==> src/design/uec_pkg.sv <==
package uec_pkg;

   localparam int unsigned MaxBytes = 4;
   localparam int unsigned CountWidth = 3;

   localparam logic [7:0] CHAR_DOT       = 8'h2e;
   localparam logic [7:0] CHAR_SLASH     = 8'h2f;
   localparam logic [7:0] CHAR_DASH      = 8'h2d;
   localparam logic [7:0] CHAR_BACKSLASH = 8'h5c;
   localparam logic [7:0] CHAR_LOWER_X   = 8'h78;
   localparam logic [7:0] CHAR_NUL       = 8'h00;

   localparam logic [15:0][7:0] HEX_DIGITS = {
      8'h66, 8'h65, 8'h64, 8'h63, 8'h62, 8'h61, 8'h39, 8'h38,
      8'h37, 8'h36, 8'h35, 8'h34, 8'h33, 8'h32, 8'h31, 8'h30
   };

   typedef struct packed {
      logic [7:0] in_byte;
      logic       first_of_string;
      logic       last_of_string;
   } req_item_type;

   typedef struct packed {
      logic [MaxBytes-1:0][7:0] bytes;
      logic [CountWidth-1:0]    count;
      logic                     error;
      logic                     end_of_string;
   } expansion_type;

   // {ok, nibble}
   function automatic logic [4:0] hex_decode(input logic [7:0] b);
      logic [4:0] r;
      r = 5'b0_0000;
      if (b >= 8'h30 && b <= 8'h39) begin
         r = {1'b1, 4'(b - 8'h30)};
      end else if (b >= 8'h61 && b <= 8'h66) begin
         r = {1'b1, 4'(b - 8'h57)};
      end else if (b >= 8'h41 && b <= 8'h46) begin
         r = {1'b1, 4'(b - 8'h37)};
      end
      return r;
   endfunction

   function automatic logic is_name_char(input logic [7:0] b);
      return (b >= 8'h30 && b <= 8'h39) || (b >= 8'h61 && b <= 8'h7a) ||
             (b >= 8'h41 && b <= 8'h5a) || b == 8'h3a || b == 8'h5f ||
             b == CHAR_DOT;
   endfunction

endpackage

==> src/design/uec_req_if.sv <==
interface uec_req_if;
   logic       valid;
   logic       ready;
   logic [7:0] in_byte;
   logic       first_of_string;
   logic       last_of_string;

   modport source(output valid, in_byte, first_of_string, last_of_string, input ready);
   modport sink(input valid, in_byte, first_of_string, last_of_string, output ready);
endinterface

==> src/design/uec_rsp_if.sv <==
interface uec_rsp_if;
   logic       valid;
   logic       ready;
   logic [7:0] out_byte;
   logic       error;
   logic       last_of_run;
   logic       end_of_string;

   modport source(output valid, out_byte, error, last_of_run, end_of_string, input ready);
   modport sink(input valid, out_byte, error, last_of_run, end_of_string, output ready);
endinterface

==> src/design/unit_name_escape_codec_unit.sv <==
// Unit-name escape codec. Takes one request byte per cycle unless stalled and
// returns the escaped (csr direction 0) or unescaped (direction 1) bytes on
// rsp; requests pass through s1_item_ff, then the output buffer. A byte that
// escapes to \xHH occupies the output serializer until all its bytes are sent
// and holds off requests until its last byte is taken; the rate is one cycle
// per output byte while rsp.ready is high, set by the single-byte rsp output.
// Unescaping produces zero or one byte per request; a malformed or unfinished
// escape is reported as one error result on the string's last request.
module unit_name_escape_codec_unit (
   input  logic      clock,
   input  logic      reset,
   uec_req_if.sink   req,
   uec_rsp_if.source rsp,
   input  logic      csr_write_enable,
   input  logic      csr_write_data
);

   logic                   direction_ff;
   logic                   s1_valid_ff;
   uec_pkg::req_item_type  s1_item_ff;
   uec_pkg::expansion_type expansion;
   logic                   buf_ready;
   logic                   advance;
   logic                   load_valid;

   assign advance    = s1_valid_ff && buf_ready;
   assign load_valid = s1_valid_ff && (expansion.count != '0);
   assign req.ready  = !s1_valid_ff || buf_ready;

   always_ff @(posedge clock) begin
      if (reset) begin
         direction_ff <= 1'b0;
         s1_valid_ff  <= 1'b0;
      end else begin
         if (csr_write_enable) begin
            direction_ff <= csr_write_data;
         end
         if (req.ready) begin
            s1_valid_ff <= req.valid;
         end
      end
   end

   always_ff @(posedge clock) begin
      if (req.valid && req.ready) begin
         s1_item_ff.in_byte         <= req.in_byte;
         s1_item_ff.first_of_string <= req.first_of_string;
         s1_item_ff.last_of_string  <= req.last_of_string;
      end
   end

   uec_xform u_xform (
      .clock     (clock),
      .reset     (reset),
      .direction (direction_ff),
      .advance   (advance),
      .item      (s1_item_ff),
      .expansion (expansion)
   );

   uec_out_buf u_out_buf (
      .clock      (clock),
      .reset      (reset),
      .load_valid (load_valid),
      .load       (expansion),
      .load_ready (buf_ready),
      .rsp        (rsp)
   );

endmodule

==> src/design/uec_xform.sv <==
module uec_xform (
   input  logic                  clock,
   input  logic                  reset,
   input  logic                  direction,
   input  logic                  advance,
   input  uec_pkg::req_item_type item,
   output uec_pkg::expansion_type expansion
);

   typedef enum logic [1:0] {
      PHASE_IDLE,
      PHASE_BACKSLASH,
      PHASE_HIGH,
      PHASE_LOW
   } phase_type;

   phase_type  phase_ff, phase_in, phase_e;
   logic [3:0] nibble_ff, nibble_in, nibble_e;
   logic       sticky_ff, sticky_in, sticky_e;

   logic [7:0] b;
   logic [4:0] hv;
   logic       emit;
   logic       err;
   logic [7:0] ob;

   assign b  = item.in_byte;
   assign hv = uec_pkg::hex_decode(b);

   always_comb begin
      phase_e  = item.first_of_string ? PHASE_IDLE : phase_ff;
      nibble_e = item.first_of_string ? 4'h0 : nibble_ff;
      sticky_e = item.first_of_string ? 1'b0 : sticky_ff;
      phase_in  = phase_e;
      nibble_in = nibble_e;
      sticky_in = sticky_e;
      emit = 1'b0;
      err  = 1'b0;
      ob   = b;
      expansion = '0;

      if (!direction) begin
         if (b == uec_pkg::CHAR_SLASH) begin
            expansion.bytes[0] = uec_pkg::CHAR_DASH;
            expansion.count    = uec_pkg::CountWidth'(1);
         end else if ((item.first_of_string && b == uec_pkg::CHAR_DOT) ||
                      b == uec_pkg::CHAR_DASH || b == uec_pkg::CHAR_BACKSLASH ||
                      !uec_pkg::is_name_char(b)) begin
            expansion.bytes[0] = uec_pkg::CHAR_BACKSLASH;
            expansion.bytes[1] = uec_pkg::CHAR_LOWER_X;
            expansion.bytes[2] = uec_pkg::HEX_DIGITS[b[7:4]];
            expansion.bytes[3] = uec_pkg::HEX_DIGITS[b[3:0]];
            expansion.count    = uec_pkg::CountWidth'(uec_pkg::MaxBytes);
         end else begin
            expansion.bytes[0] = b;
            expansion.count    = uec_pkg::CountWidth'(1);
         end
         expansion.end_of_string = item.last_of_string;
      end else begin
         if (!sticky_e) begin
            case (phase_e)
               PHASE_IDLE: begin
                  if (b == uec_pkg::CHAR_BACKSLASH) begin
                     phase_in = PHASE_BACKSLASH;
                  end else begin
                     emit = 1'b1;
                     ob = (b == uec_pkg::CHAR_DASH) ? uec_pkg::CHAR_SLASH : b;
                  end
               end
               PHASE_BACKSLASH: begin
                  if (b == uec_pkg::CHAR_LOWER_X) begin
                     phase_in = PHASE_HIGH;
                  end else begin
                     sticky_in = 1'b1;
                  end
               end
               PHASE_HIGH: begin
                  if (hv[4]) begin
                     nibble_in = hv[3:0];
                     phase_in  = PHASE_LOW;
                  end else begin
                     sticky_in = 1'b1;
                  end
               end
               PHASE_LOW: begin
                  if (hv[4]) begin
                     emit = 1'b1;
                     ob = {nibble_e, hv[3:0]};
                     phase_in = PHASE_IDLE;
                  end else begin
                     sticky_in = 1'b1;
                  end
               end
               default: begin
                  sticky_in = 1'b1;
               end
            endcase
         end
         if (item.last_of_string) begin
            if (phase_in != PHASE_IDLE || sticky_in) begin
               emit = 1'b1;
               err  = 1'b1;
               ob   = uec_pkg::CHAR_NUL;
            end
         end
         expansion.bytes[0]      = ob;
         expansion.count         = emit ? uec_pkg::CountWidth'(1) : '0;
         expansion.error         = err;
         expansion.end_of_string = item.last_of_string;
      end

      if (item.last_of_string) begin
         phase_in  = PHASE_IDLE;
         nibble_in = 4'h0;
         sticky_in = 1'b0;
      end else if (!direction) begin
         phase_in  = phase_e;
         nibble_in = nibble_e;
         sticky_in = sticky_e;
      end
   end

   always_ff @(posedge clock) begin
      if (reset) begin
         phase_ff  <= PHASE_IDLE;
         nibble_ff <= 4'h0;
         sticky_ff <= 1'b0;
      end else if (advance) begin
         phase_ff  <= phase_in;
         nibble_ff <= nibble_in;
         sticky_ff <= sticky_in;
      end
   end

endmodule

==> src/design/uec_out_buf.sv <==
module uec_out_buf (
   input  logic                   clock,
   input  logic                   reset,
   input  logic                   load_valid,
   input  uec_pkg::expansion_type load,
   output logic                   load_ready,
   uec_rsp_if.source              rsp
);

   logic [uec_pkg::MaxBytes-1:0][7:0] bytes_ff, bytes_in;
   logic [uec_pkg::CountWidth-1:0]    count_ff, count_in;
   logic                              error_ff, error_in;
   logic                              eos_ff, eos_in;
   logic                              pop;

   assign pop        = rsp.valid && rsp.ready;
   assign load_ready = (count_ff == '0) ||
                       (count_ff == uec_pkg::CountWidth'(1) && rsp.ready);

   assign rsp.valid         = (count_ff != '0);
   assign rsp.out_byte      = bytes_ff[0];
   assign rsp.error         = error_ff;
   assign rsp.last_of_run   = (count_ff == uec_pkg::CountWidth'(1));
   assign rsp.end_of_string = eos_ff && (count_ff == uec_pkg::CountWidth'(1));

   always_comb begin
      bytes_in = bytes_ff;
      count_in = count_ff;
      error_in = error_ff;
      eos_in   = eos_ff;
      if (pop) begin
         for (int i = 0; i < uec_pkg::MaxBytes - 1; i++) begin
            bytes_in[i] = bytes_ff[i+1];
         end
         bytes_in[uec_pkg::MaxBytes-1] = 8'h00;
         count_in = count_ff - uec_pkg::CountWidth'(1);
      end
      if (load_valid && load_ready) begin
         bytes_in = load.bytes;
         count_in = load.count;
         error_in = load.error;
         eos_in   = load.end_of_string;
      end
   end

   always_ff @(posedge clock) begin
      if (reset) begin
         count_ff <= '0;
      end else begin
         count_ff <= count_in;
      end
   end

   always_ff @(posedge clock) begin
      bytes_ff <= bytes_in;
      error_ff <= error_in;
      eos_ff   <= eos_in;
   end

   count_range: assert property (@(posedge clock) disable iff (reset)
      count_ff <= uec_pkg::CountWidth'(uec_pkg::MaxBytes))
      else $error("output count out of range");

   error_form: assert property (@(posedge clock) disable iff (reset)
      rsp.valid && rsp.error |-> rsp.last_of_run && rsp.end_of_string &&
      rsp.out_byte == uec_pkg::CHAR_NUL)
      else $error("error result not a lone final zero byte");

   drain_step: assert property (@(posedge clock) disable iff (reset)
      pop && count_ff > uec_pkg::CountWidth'(1) |=>
      count_ff == $past(count_ff) - uec_pkg::CountWidth'(1))
      else $error("expansion drained out of step");

endmodule

==> src/flat_wrapper.sv <==
// flat-port wrapper written by rule: the top's interface ports become plain ports
module unit_name_escape_codec_unit_flat 
  (clock, reset, csr_write_enable, csr_write_data, req_valid, req_in_byte, req_first_of_string, req_last_of_string, req_ready, rsp_valid, rsp_out_byte, rsp_error, rsp_last_of_run, rsp_end_of_string, rsp_ready);
  uec_req_if req_i ();
  uec_rsp_if rsp_i ();
  input  logic clock;
  input  logic reset;
  input  logic csr_write_enable;
  input  logic csr_write_data;
  input wire logic [$bits(req_i.valid)-1:0] req_valid;
  input wire logic [$bits(req_i.in_byte)-1:0] req_in_byte;
  input wire logic [$bits(req_i.first_of_string)-1:0] req_first_of_string;
  input wire logic [$bits(req_i.last_of_string)-1:0] req_last_of_string;
  output wire logic [$bits(req_i.ready)-1:0] req_ready;
  output wire logic [$bits(rsp_i.valid)-1:0] rsp_valid;
  output wire logic [$bits(rsp_i.out_byte)-1:0] rsp_out_byte;
  output wire logic [$bits(rsp_i.error)-1:0] rsp_error;
  output wire logic [$bits(rsp_i.last_of_run)-1:0] rsp_last_of_run;
  output wire logic [$bits(rsp_i.end_of_string)-1:0] rsp_end_of_string;
  input wire logic [$bits(rsp_i.ready)-1:0] rsp_ready;
  assign req_i.valid = req_valid;
  assign req_i.in_byte = req_in_byte;
  assign req_i.first_of_string = req_first_of_string;
  assign req_i.last_of_string = req_last_of_string;
  assign req_ready = req_i.ready;
  assign rsp_valid = rsp_i.valid;
  assign rsp_out_byte = rsp_i.out_byte;
  assign rsp_error = rsp_i.error;
  assign rsp_last_of_run = rsp_i.last_of_run;
  assign rsp_end_of_string = rsp_i.end_of_string;
  assign rsp_i.ready = rsp_ready;
  unit_name_escape_codec_unit u_core (.clock(clock), .reset(reset), .req(req_i), .rsp(rsp_i), .csr_write_enable(csr_write_enable), .csr_write_data(csr_write_data));
endmodule
==> config.mk <==
export PLATFORM = sky130hd
export DESIGN_NAME = unit_name_escape_codec_unit_flat
export DESIGN_NICKNAME = d
export VERILOG_FILES = /design/src/design/uec_pkg.sv /design/src/design/uec_req_if.sv /design/src/design/uec_rsp_if.sv /design/src/design/unit_name_escape_codec_unit.sv /design/src/design/uec_xform.sv /design/src/design/uec_out_buf.sv /design/src/flat_wrapper.sv
export SDC_FILE = /design/constraint.sdc
export NUM_CORES = 1
export LEC_CHECK = 0
export BUFFER_PORTS_ARGS = -buffer_cell sky130_fd_sc_hd__buf_2
export CAP_MARGIN = 5
export CORE_ASPECT_RATIO = 1.2
export CORE_MARGIN = 4
export CORE_UTILIZATION = 53
export CTS_BUF_LIST = sky130_fd_sc_hd__clkbuf_16
export DETAILED_ROUTE_END_ITERATION = 12
export GPL_ROUTABILITY_DRIVEN = 0
export PLACE_DENSITY_LB_ADDON = 0.1
export SYNTH_ARGS = -nofsm -noshare
export SYNTH_HDL_FRONTEND = slang
export SYNTH_SLANG_ARGS = --single-unit
==> constraint.sdc <==
create_clock -name clock -period 5.1 [get_ports clock]
set_input_delay 1.02 -clock clock [delete_from_list [all_inputs] [get_ports clock]]
set_output_delay 1.02 -clock clock [all_outputs]
set_load 0.05 [all_outputs]
; Word-level counts from Yosys, hierarchy flattened
; Memories as Yosys holds them, arrays and structs flattened. A register that Yosys moved wholly into a read port is not among the register bits.
; Index checks and enable logic that the tools add are counted.
[totals]
ff_bits = 56
rom_bits = 256
inputBits = 16
out_inout_bits = 13
word_cells = 133
mem_count = 2
[op_classes]
add_sub_neg = 4
n_lt_le_gt_ge = 10
eq_ne = 11
muxes = 57
reduce_logical = 34
[mem_list]
columns = memory, depth, word_bits, read_ports, rd_clocked_by_memory_dff, wr, line
row1 = (no name shown), 16, 8, 1, 1, 0, uec_xform.sv:52  ; expansion.bytes[3] = uec_pkg::HEX_DIGITS[b[3:0]];
row2 = (no name shown), 16, 8, 1, 1, 0, uec_xform.sv:51  ; expansion.bytes[2] = uec_pkg::HEX_DIGITS[b[7:4]];
[ops]
columns = cell, count
row1 = 24-bit 2-to-1 mux, 3
row2 = 32-bit 2-to-1 mux, 2
row3 = 8-bit 2-to-1 mux, 8
row4 = 11-bit 2-to-1 mux, 3
row5 = 8-bit by 6-bit equality test with 1-bit output (second input constant), 4
row6 = 8-bit by 7-bit <= comparator with 1-bit output (second input constant), 4
row7 = 4-bit 2-to-1 mux, 8
row8 = 8-bit by 7-bit equality test with 1-bit output (second input constant), 3
row9 = 2-bit 2-to-1 mux, 9
row10 = 8-bit by 7-bit >= comparator with 1-bit output (second input constant), 2
row11 = 8-bit one-hot mux with 2 select lines, 1
row12 = 1-bit 2-to-1 mux, 15
row13 = 5-bit 2-to-1 mux, 3
row14 = 1-bit logical AND, 13
row15 = 1-bit logical OR, 11
row16 = 4-bit by 5-bit less-than comparator with 1-bit output (second input constant), 2
row17 = 8-bit by 6-bit >= comparator with 1-bit output (second input constant), 1
row18 = 8-bit by 6-bit <= comparator with 1-bit output (second input constant), 1
row19 = 2-bit one-hot mux with 4 select lines, 1
row20 = 4-bit by 3-bit subtractor with 4-bit output (second input constant), 2
row21 = 3-bit 2-to-1 mux, 2
row22 = 3-bit nonzero test, 2
row23 = 2-bit equality test (second input constant), 2
row24 = 1-bit one-hot mux with 2 select lines, 2
row25 = other kinds (10), 12

; Logic depth before layout (Yosys ltp)
[depth]
ltp_word = 20
mapped_depth = 13

; Cells and area by module
; Synthesis repeated with hierarchy kept, for this count alone.
[hier_totals]
hier_cells = 383
area_unflattened_um2 = 3854.9
[modules_own_cells]
columns = mod, instances, cells_each, area_per_inst_um2, seq_area_each_um2
row1 = uec_out_buf, 1, 112, 1750.4, 1081.0
row2 = uec_xform, 1, 251, 1699.1, 140.1
row3 = unit_name_escape_codec_unit, 1, 20, 405.4, 340.3

; Worst setup path after synthesis
; No wires, ideal clock.
[synth_path]
path_kind = register to register
startpoint = register u_core.s1_item_ff[3] in the netlist's numbering
endpoint = register u_core.u_out_buf.bytes_ff[10] in the netlist's numbering, enable pin
setup_time_ns = 0.387
arrival_ns = 3.073
required_time_ns = 4.713
slack_ns = 1.640
path_stages_with_launch = 11
period_less_slack_ns = 3.460
cell_sequence = edfxtp_1 > buf_2 > inv_1 > ha_1 > o21ba_2 > o211a_1 > buf_2 > a211o_1 > a221oi_4 > o2111a_2 > or3_1
[synth_via]
elab_chain_cells = 20
elab_cells_between_ends = 62
classes_between = order compare: 8 / eq/ne: 7 / mux: 26 / reduce/logical: 21
[synth_lines]
columns = element, line
row1 = start: declaration, unit_name_escape_codec_unit.sv:20  ; uec_pkg::req_item_type s1_item_ff;
row2 = 8-bit by 7-bit >= comparator with 1-bit output / 8-bit by 7-bit <= comparator with 1-bit output (equally long branches), "uec_pkg.sv:39, uec_pkg.sv:47"
row3 = 1-bit logical AND, uec_pkg.sv:39  ; end else if (b >= 8'h41 && b <= 8'h46) begin
row4 = 5-bit 2-to-1 mux, uec_pkg.sv:39
row5 = 5-bit 2-to-1 mux, uec_pkg.sv:37  ; end else if (b >= 8'h61 && b <= 8'h66) begin
row6 = 5-bit 2-to-1 mux, uec_pkg.sv:35  ; if (b >= 8'h30 && b <= 8'h39) begin
row7 = 2-bit 2-to-1 mux (on tied branches), "uec_xform.sv:86, uec_xform.sv:78"
row8 = 2-bit one-hot mux with 4 select lines, uec_xform.sv:61  ; case (phase_e)
row9 = 2-bit 2-to-1 mux, uec_xform.sv:60  ; if (!sticky_e) begin
row10 = [4 not listed], n/a
row11 = 1-bit 2-to-1 mux, uec_xform.sv:99  ; if (item.last_of_string) begin
row12 = 1-bit 2-to-1 mux, uec_xform.sv:42  ; if (!direction) begin
row13 = 1-bit 2-to-1 mux, uec_xform.sv:107  ; expansion.count = emit ? uec_pkg::CountWidth'(1) : '0;
row14 = 11-bit 2-to-1 mux (*), uec_xform.sv:42
row15 = 3-bit nonzero test (*), unit_name_escape_codec_unit.sv:27  ; assign load_valid = s1_valid_ff && (expansion.count != '0);
row16 = 1-bit logical AND (*), unit_name_escape_codec_unit.sv:27
row17 = 1-bit logical AND (*), uec_out_buf.sv:38  ; if (load_valid && load_ready) begin
row18 = 2-bit nonzero test (no source line) (*), n/a
row19 = end signal: assignment, uec_out_buf.sv:55  ; bytes_ff <= bytes_in;
row20 = end: declaration, uec_out_buf.sv:10  ; logic [uec_pkg::MaxBytes-1:0][7:0] bytes_ff, bytes_in;
; Every way passes the cells marked *; elsewhere a longest branch is shown, timed or not. The select of a mux whose other input is x is not followed.
; A chain may end at the register's enable or synchronous reset.

; Final worst setup path
[layout_path]
startpoint = register u_core.s1_item_ff[3] in the netlist's numbering
endpoint = register u_core.u_out_buf.bytes_ff[24] in the netlist's numbering, enable pin
; Same word-level chain as after synthesis.

==> flow_summary.yaml <==
setup_path:
  cp-start-kind: "flop"
  cp_max_fo: 17
  cp.required_ns: 5.13
  cp-end-kind: "flop"
  path_class: "reg -> reg"
  worstPathArrival_ns: 3.97
finish:
  n_antenna_cell: 0
  finish.utilization_pct: 61.2
  layout.nets: 423
  drive_above_1_share_pct: 16.7
  design_area_um2: 4200
  n_fill_cell: 587
  syn_to_final_growth_pct: 11.7
  stdcell_count: 483
yosys:
  synth.area.top_cells: "edfxtp_1 33%, dfxtp_1 13%, ha_1 5.3%"
  ys_warn_count: 0
  ys_types: 67
  synth_flop_cell: "edfxtp_1"
  synth_area_per_cell_um2: 10.1
  synth-edff-count: 41
  synth_cells: 372
  synth_nets: 404
  ys_async_sr_fraction_pct: 0
  synth_top_area_share_pct: 32.8
  ys_seq_area_share_pct: 45.5
  yosys_register_bits: 65
  netlist_area_um2: 3760
  yosys.area.top_type: "edfxtp_1"
power_and_ir_drop:
  seqPwrFrac_pct: 40.2
  internal_power_w: 0.00133
  switching_power_w: 0.000748
  switching_share_pct: 35.9
  combinationalPowerShare_pct: 31.2
  vdd.ir_drop.worst_mv: 0.281
  p_per_area_nw_per_um2: 496
  p_clk_share_pct: 28.6
  leakagePower_nw: 1.73
global_routing:
  grt_overflow: 0
  grt_pass1_wl_um: 13700
  grt_antenna_before_repair: 0
  grt_pass1_vias: 2777
  grt.total_usage_pct: 20.6
  grt_max_degree: 20
timing:
  finalSetupViolations: 0
  rsz0062_at_grt: "false"
  worstMarginPinSlew_ns: 1.08
  hold_viol_final: 0
  clock_skew_ns: 0.00310
  setup_tns_ns: 0
  finalCritPeriodShare_pct: 77.3
  clock.fmax_mhz: 254
  final.min_clock_period_ns: 3.94
  drv_slew: 0
  relSlewSlack_pct: 27.6
routing:
  via_per_inst: 5.81
  first_pass_iters: 5
  wirelength_um: 8220
  wl_per_cell_um: 17.0
  drc_errors: 0
  vias: 2806
  postRouteAntennaNets: 0
  first_iter_violations: 205
floorplan:
  ioPinCount: 29
  core_um2: 6850
  die_h_um: 100
  die_w_um: 84.9
  die-area_um2: 8510
  floorplan.initialDensity_pct: 54.8
  rows: 33
clocking:
  clk_path_buf_depth: 2
  clock-root-buffer: "clkbuf_16"
  ctsHoldBuffers: 0
  cts_sinks: 65
  cts_tree: "yes"
  cts_resized: 0
  postCtsSetupRepairBufs: 0
  cts_buffers: 9
  clock_latency_ns: 0.33
  clk_pin_slew_ns: 0.05
  cts.htree.levels: 3
hold_path:
  hold_path.class: "reg -> reg"
place:
  place_inst: 467
  hpwl_um: 6120
  port_buffers: 28
  placed_area_um2: 3900
job:
  cap_viol_max_count: 0
status:
  status: "completed"
[path summary, 6_finish.rpt]
path,from,to,slack [ns],cells after the start
worst min register to register,u_core.u_xform.nibble_ff[3]$_SDFFE_PP0P_,u_core.u_xform.nibble_ff[3]$_SDFFE_PP0P_,0.50,2
worst max-delay path,u_core.s1_item_ff[3]$_DFFE_PP_,u_core.u_out_buf.bytes_ff[24]$_SDFFCE_PP0P_,1.16,9
worst min-delay path,u_core.u_xform.nibble_ff[3]$_SDFFE_PP0P_,u_core.u_xform.nibble_ff[3]$_SDFFE_PP0P_,0.50,2
worst max register to register,u_core.s1_item_ff[3]$_DFFE_PP_,u_core.u_out_buf.bytes_ff[24]$_SDFFCE_PP0P_,1.16,9
[cell type report]
| cell class | count | area [um^2] | area share (%) |
|---|---|---|---|
| Clock inverter | 6 | 46.3 | 1.10 |
| Inverter | 23 | 88.8 | 2.12 |
| Sequential cell | 65 | 1710 | 40.8 |
| Tap cell | 87 | 109 | 2.59 |
| Timing Repair Buffer | 30 | 155 | 3.70 |
| Clock buffer | 10 | 250 | 5.96 |
| Multi-Input combinational cell | 262 | 1840 | 43.7 |
[per-stage QoR]
| stage | hold slack (ns) | worst slack (ns) | total power, W |
|---|---|---|---|
| 5_1_grt | 0.523 | 0.929 | 0.00219 |
| 6_report | 0.499 | 1.16 | 0.00208 |
| 3_3_place_gp | 0.476 | 1.32 | 0.00148 |
| 2_1_floorplan | 0.453 | 1.64 | 0.00137 |
| 4_1_cts | 0.498 | 1.18 | 0.00210 |
| 3_5_place_dp | 0.479 | 1.21 | 0.00150 |
[worst max-delay path: stages, from the launching register on]
cell,delay (ns)
edfxtp_1,0.55
inv_1,0.14
ha_1,0.28
o21ba_2,0.22
o211a_1,0.35
a211o_1,0.36
a221oi_4,0.41
o2111a_2,0.38
or3_1,0.61
buf_4,0.34
[power by group through the flow]
stage                     clock network (W)  logic, W  registers (W)
final                              0.000595  0.000650       0.000837
after global routing               0.000631  0.000707       0.000853
after CTS                          0.000605  0.000655       0.000838
after detailed placement                  0  0.000653       0.000848
after global placement                    0  0.000641       0.000842
after floorplan                           0  0.000553       0.000821
[logic make-up (layout without fill, tap and decap cells)]
group / Yosys count / count (layout) / share of synthesized area [%]
compound gates: 103 / 103 / 21.1
xor+xnor: 6 / 6 / 1.40
fa+ha+maj: 16 / 16 / 5.33
buf+inv: 45 / 69 / 5.79
flops: 65 / 65 / 45.5
mux: 12 / 12 / 3.26
simple gates: 125 / 125 / 17.5
[routing by layer]
layer / vias to the layer above / wire length [um] / GRT usage (%)
met2: 82 / 3990 / 34.3
met5: - / 0 / 0
met4: 0 / 210 / 9.01
met3: 22 / 396 / 4.52
met1: 1310 / 3620 / 25.7
li1: 1392 / - / -
[cells in the final DEF (no fill, tap or decap), types with 6 or more instances in the layout]
cell type  instances
a22o_1             6
a31oi_1            8
inv_1             21
clkbuf_16         10
nor3_1            10
nor2_1            28
ha_1              16
edfxtp_1          41
and2_1            13
mux2i_1           10
nand2_1           35
dfxtp_1           24
nand2b_1          10
a21oi_1           15
buf_2             28
o21ai_0           18
a21o_1            12
[Yosys cell counts (all sizes together) (3+ instances only)]
master  count
mux2i      10
nand2b     10
a22oi       3
o22ai       4
nand3b      3
nor3b       3
a211o       3
a31oi       9
xnor2       4
o41ai       3
a21oi      17
nor2       29
nor2b       3
buf        14
a32oi       4
a22o        6
and2       14
a21o       12
ha         16
nor3       10
clkbuf      8
dfxtp      24
inv        23
nor4        3
nand2      36
edfxtp     41
o21ai      20
nand3       4
Power figures use the tool's default switching activity.
